<file path="config.mk">
export PLATFORM = sky130hd
export DESIGN_NAME = pwp_mac
export DESIGN_NICKNAME = d
export VERILOG_FILES = /design/src/design/pwp_pkg.sv /design/src/design/pwp_mac.sv
export SDC_FILE = /design/constraint.sdc
export NUM_CORES = 2
export LEC_CHECK = 0
export ABC_AREA = 1
export BUFFER_PORTS_ARGS = -buffer_cell sky130_fd_sc_hd__buf_2
export CAP_MARGIN = 20
export CORE_MARGIN = 5
export CORE_UTILIZATION = 61
export CTS_BUF_LIST = sky130_fd_sc_hd__clkbuf_4 sky130_fd_sc_hd__clkbuf_8 sky130_fd_sc_hd__clkbuf_16
export CTS_CLUSTER_SIZE = 24
export DETAILED_ROUTE_END_ITERATION = 10
export GPL_TIMING_DRIVEN = 0
export PLACE_DENSITY = 0.78
export SLEW_MARGIN = 20
export SYNTH_ARGS = -nofsm -noshare
export SYNTH_HDL_FRONTEND = slang
export SYNTH_SLANG_ARGS = --single-unit
export TNS_END_PERCENT = 5
</file>
<file path="constraint.sdc">
create_clock -name clk -period 8.4 [get_ports clk]
set_clock_uncertainty 0.15 [all_clocks]
set_input_delay 0.42 -clock clk [delete_from_list [all_inputs] [get_ports clk]]
set_output_delay 0.42 -clock clk [all_outputs]
set_load 0.005 [all_outputs]
</file>
<file path="src/design/pwp_pkg.sv">
`default_nettype none

package pwp_pkg;

	// parameter defaults
	localparam int SEGMENTS_DEF   = 64;
	localparam int MAX_DEGREE_DEF = 8;
	localparam int FRAC_BITS_DEF  = 16;

	localparam int VAL_W = 32;

	typedef logic signed [VAL_W-1:0] q_t;

	// clipped value with its overflow flag
	typedef struct packed {
		q_t   val;
		logic sat;
	} sat_t;

	// one segment header as stored
	typedef struct packed {
		q_t         seg_start;
		q_t         seg_end;
		q_t         seg_base;
		logic [3:0] seg_degree;
	} hdr_t;

	// controls for the shared multiply-add unit
	typedef struct packed {
		logic mul_en;
		logic use_addend;
	} mac_ctrl_t;

	localparam logic signed [63:0] MAX_V = 64'sd2147483647;
	localparam logic signed [63:0] MIN_V = -64'sd2147483648;

	function automatic sat_t clip_val(input logic signed [63:0] v);
		sat_t r;
		if (v > MAX_V) begin
			r.val = q_t'(MAX_V);
			r.sat = 1'b1;
		end else if (v < MIN_V) begin
			r.val = q_t'(MIN_V);
			r.sat = 1'b1;
		end else begin
			r.val = q_t'(v);
			r.sat = 1'b0;
		end
		return r;
	endfunction

endpackage

`default_nettype wire

</file>
<file path="src/design/pwp_mac.sv">
`default_nettype none

module pwp_mac
	import pwp_pkg::*;
#(
	parameter int FRAC_BITS = FRAC_BITS_DEF
) (
	input  wire logic      clk,
	input  wire mac_ctrl_t ctrl,
	input  wire q_t        acc,
	input  wire q_t        t,
	input  wire q_t        addend,
	output sat_t           res
);

	localparam logic signed [63:0] HALF = 64'sd1 <<< (FRAC_BITS - 1);

	logic signed [63:0] prod_q;
	logic signed [63:0] rnd;
	logic signed [63:0] sum;

	// product registered before rounding
	always_ff @(posedge clk) begin
		if (ctrl.mul_en) begin
			prod_q <= 64'(acc) * 64'(t);
		end
	end

	// round half up, floor shift, add the next coefficient when use_addend is set, clip
	always_comb begin
		rnd = (prod_q + HALF) >>> FRAC_BITS;
		sum = rnd + (ctrl.use_addend ? 64'(addend) : 64'sd0);
		res = clip_val(sum);
	end

endmodule

`default_nettype wire

</file>
-- After elaboration in Yosys (flattened, before gate mapping)
Cells that the tools add are included.
- flip-flop bits (word level): 64
- $add $sub $neg: 2
- $mul: 1
- order comparisons: 2
- mux-type cells: 3
- operators with widths (kind ; number):
    33-bit 2-to-1 mux ; 2
    48-bit by 64-bit adder with 64-bit output ; 1
    64-bit by 17-bit adder with 64-bit output (second input constant) ; 1
    64-bit by 32-bit greater-than comparator with 1-bit output (second input constant) ; 1
    64-bit by 32-bit < comparator with 1-bit output (second input constant) ; 1
    32-bit by 32-bit multiplier with 64-bit output ; 1
    64-bit 2-to-1 mux ; 1

-- Logic depth before layout (Yosys ltp)
- depth in word-level cells: 5
- mapped depth: 32
- depth with buffers taken out: 31

-- Worst setup path before layout
OpenSTA, ideal clock, no wires.
- kind: input-to-reg
- from: in acc[31]
- to: reg prod_q[54] (data pin)
- setup time: 0.276 ns
- arrival: 7.104 ns
- setup slack: 0.870 ns
- stages on the path: 27
- buffers on the path: 1
- cell sequence: clkbuf_1 -> nand2_1 -> inv_1 -> fa_1 -> fa_1 -> inv_1 -> fa_1 -> inv_1 -> fa_1 -> inv_1 -> fa_1 -> inv_1 -> fa_1 -> inv_1 -> fa_1 -> inv_1 -> fa_1 -> ha_1 -> nand2_1 -> nor2_1 -> inv_1 -> nor2_1 -> inv_1 -> nor4_1 -> nand2_1 -> o311ai_0 -> xor2_1
- word-level cells in the longest chain between the ends: 1
- ends and longest elaborated chain (element ; line ; text):
    from (decl) ; pwp_mac.sv:10 ; input wire q_t acc,
    32-bit by 32-bit multiplier with 64-bit output ; pwp_mac.sv:25 ; prod_q <= 64'(acc) * 64'(t);
    to (signal assigned) ; pwp_mac.sv:25 ;
    to (decl) ; pwp_mac.sv:18 ; logic signed [63:0] prod_q;
No other way between the ends.
A chain may end at the register's enable or synchronous reset.

-- Final worst setup path
- from: in acc[15]
- to: reg prod_q[46] (data pin)
Same word-level chain as after synthesis.

==> impl_metrics.tcl <==
set metrics [dict create \
    run_status "finished with violations" \
    violations "setup timing" \
    relSlewSlack_pct 11.6 \
    cts_root_buf "clkbuf_16" \
    ant_nets 0 \
    grt_overflow 0 \
    ios 132 \
    die_y_um 281 \
    seq_area_mm2 0.00147 \
    hold_depth 1 \
    synth_cells 5918 \
    fmax_ghz 0.119 \
    fp.dieArea_mm2 0.0790 \
    synthTopCellsByCount "inv_1 (1883), nand2_1 (1603), fa_1 (1082), nor2_1 (234), ha_1 (229)" \
    areaGrowthSynthToFinish_pct 5.14 \
    post-route-util_pct 64.6 \
    regMostFlops "prod_q" \
    grt_setup_unrepaired "true" \
    synth_nets 7328 \
    holdPathEnd "prod_q[19]" \
    synth_edf_count 49 \
    path_clk_slew_ns 0.07 \
    setup_ws_ns -0.0333 \
    drt-pass1-iter-count 10 \
    synthFlopType "edfxtp_1" \
    reg.largest.list "prod_q (49)" \
    hold_viol_final 0 \
    multi_input_area_mm2 0.0355 \
    clockBufferDepth 2 \
    antenna_found_initial 10 \
    critPathLaunchType "input port" \
    yosysWarningCount 0 \
    dpl_worst_slack_ns -0.948 \
    largest_reg_flops 49 \
    wirelength_um 173000 \
    crit_fanout 10 \
    end_kind "flop" \
    postLayoutCellArea_mm2 0.0471 \
    core_area_mm2 0.0730 \
    min_period_ns 8.43 \
    path_class "in -> reg" \
    worstHoldStart "ctrl[1]" \
    numCtsBuffers 5 \
    initial_utilization_pct 61.4 \
    route.detailed.drc 0 \
    ys_types 48 \
    synth_area_leader_cell "fa_1" \
    crit_arrival_ns 8.40 \
    ys_seq_elements 49 \
    drive_gt1_share_pct 5.02 \
    via_per_inst 5.65 \
    hold_buffers 0 \
    synth_most_common_cell "inv_1" \
    yosysTopAreaCellShare_pct 48.3 \
    avgSynthCellArea_um2 7.57 \
    placed_cell_area_mm2 0.0467 \
    critPathRequiredTime_ns 8.37 \
    io_buffer_count 131 \
    setup_viol 2 \
    grt_pass1_vias 40967 \
    max_cap_viol_count 0 \
    h-tree-depth 2 \
    vias 39745 \
    grt_max_degree 50 \
    hold_class "in -> reg" \
    period_share_pct 100 \
    cts_sinks 49 \
    worstMarginPinSlew_ns 1.33 \
    synth_area_mm2 0.0448 \
    slew_violations 0 \
    grt_pass1_wl_um 256000 \
    core.rowCount 99 \
    gp_congestion 1.05 \
    fillers 6568 \
    drt-initial-drc-count 4235 \
    nets 7479 \
    dp.cells 7011 \
    synth_area_leaders "fa_1 (48%), inv_1 (16%), nand2_1 (13%), ha_1 (6.4%), edfxtp_1 (3.3%)" \
    ys_seq_area_share_pct 3.28 \
    dpl.hpwl_um 148000 \
    fin_cells 7032 \
    cts_tree "yes" \
    die_w_um 281 \
    synthArstFlopShare_pct 0 \
    wl_per_cell_um 24.6 \
    track_usage_pct 44.4 \
]
## layer usage
layer / track usage (%) / part of all wire (%) / up-vias
met3: 12.9 / 13 / 735
met4: 26.9 / 8.2 / 18
met1: 58.4 / 36 / 19474
met5: 0 / 0.13 / -
li1: - / - / 16884
met2: 65.5 / 42 / 2634
## worst max path at each step
stage	startpoint	end	cells past startpoint
after floorplan	acc[31]	prod_q[54]	27
after global placement	t[11]	prod_q[57]	24
after detailed placement	t[11]	prod_q[57]	24
after CTS	t[9]	prod_q[46]	26
after global routing	acc[15]	prod_q[62]	25
final	acc[15]	prod_q[46]	24
## per-stage QoR
step	hold slack [ns]	TNS (ns)
2_1_floorplan	0.382	0
3_3_place_gp	1.05	-10.29
3_5_place_dp	1.05	-11.49
4_1_cts	0.777	-0.0175
5_1_grt	0.545	-0.243
6_report	0.517	-0.0582
## kinds of logic (layout without fill, tap and decap cells)
kind of cell / Yosys count / in the layout / share of synthesized area [%]
AO/OA/AOI/OAI: 275 / 275 / 3.41
XOR/XNOR: 140 / 140 / 2.74
adder cells (fa/ha/maj): 1311 / 1311 / 54.7
buffers and inverters: 2091 / 2243 / 17.6
flip-flops: 49 / 49 / 3.28
other: 0 / 3 / 0
AND/OR/NAND/NOR: 2052 / 2052 / 18.2
## layout make-up
type	count	share of cell area [%]
Antenna cell	3	0.0159
Clock buffer	5	0.265
Multi-Input combinational cell	3778	75.3
Sequential cell	49	3.12
Buffer	201	1.98
Tap cell	959	2.55
Inverter	1890	15.1
Clock inverter	3	0.0929
Timing Repair Buffer	144	1.64
## cells in the final DEF (no fill, tap or decap), types with 5 or more instances in the layout
cell type  instances
xnor2_1           37
nor4_1            17
ha_1             229
buf_2            130
nor2_2            12
o21ai_1            6
o21ai_0           55
a21boi_0           5
inv_1           1881
a31oi_1           18
a21o_1             6
or2_2              8
o21a_1             9
edfxtp_1          49
nor2_1           234
clkbuf_2          84
o21bai_1          14
buf_4             10
nand3_1           75
clkbuf_1         104
a21oi_1          147
buf_6             10
nand2_2           14
fa_1            1079
nand2_1         1603
nand4_1           34
nor3_1            32
xor2_1           103
inv_2              7
clkbuf_16          5
## critical path: stages
cell,delay [ns]
buf_2,0.14
clkbuf_1,0.86
nand2_1,0.12
inv_1,0.10
fa_1,0.45
fa_1,0.50
fa_1,0.52
inv_1,0.05
fa_1,0.48
inv_1,0.06
fa_1,0.49
fa_1,0.51
fa_1,0.65
fa_1,0.51
ha_1,0.42
nand2_1,0.10
nor2_1,0.26
nand2_1,0.12
o21ai_0,0.55
a21oi_1,0.23
o21ai_2,0.36
nand3_1,0.13
nand2_1,0.10
xor2_1,0.25
## what timing repair did
item / CTS / global route
setup buffers: 0 / 9
endpoints found under the setup margin: 16 / 17
gates resized for setup: 41 / 105
pin swaps: 0 / 1
Power is not shown: default switching activity piles up to over one toggle a cycle in this logic, so the estimate is an artifact.
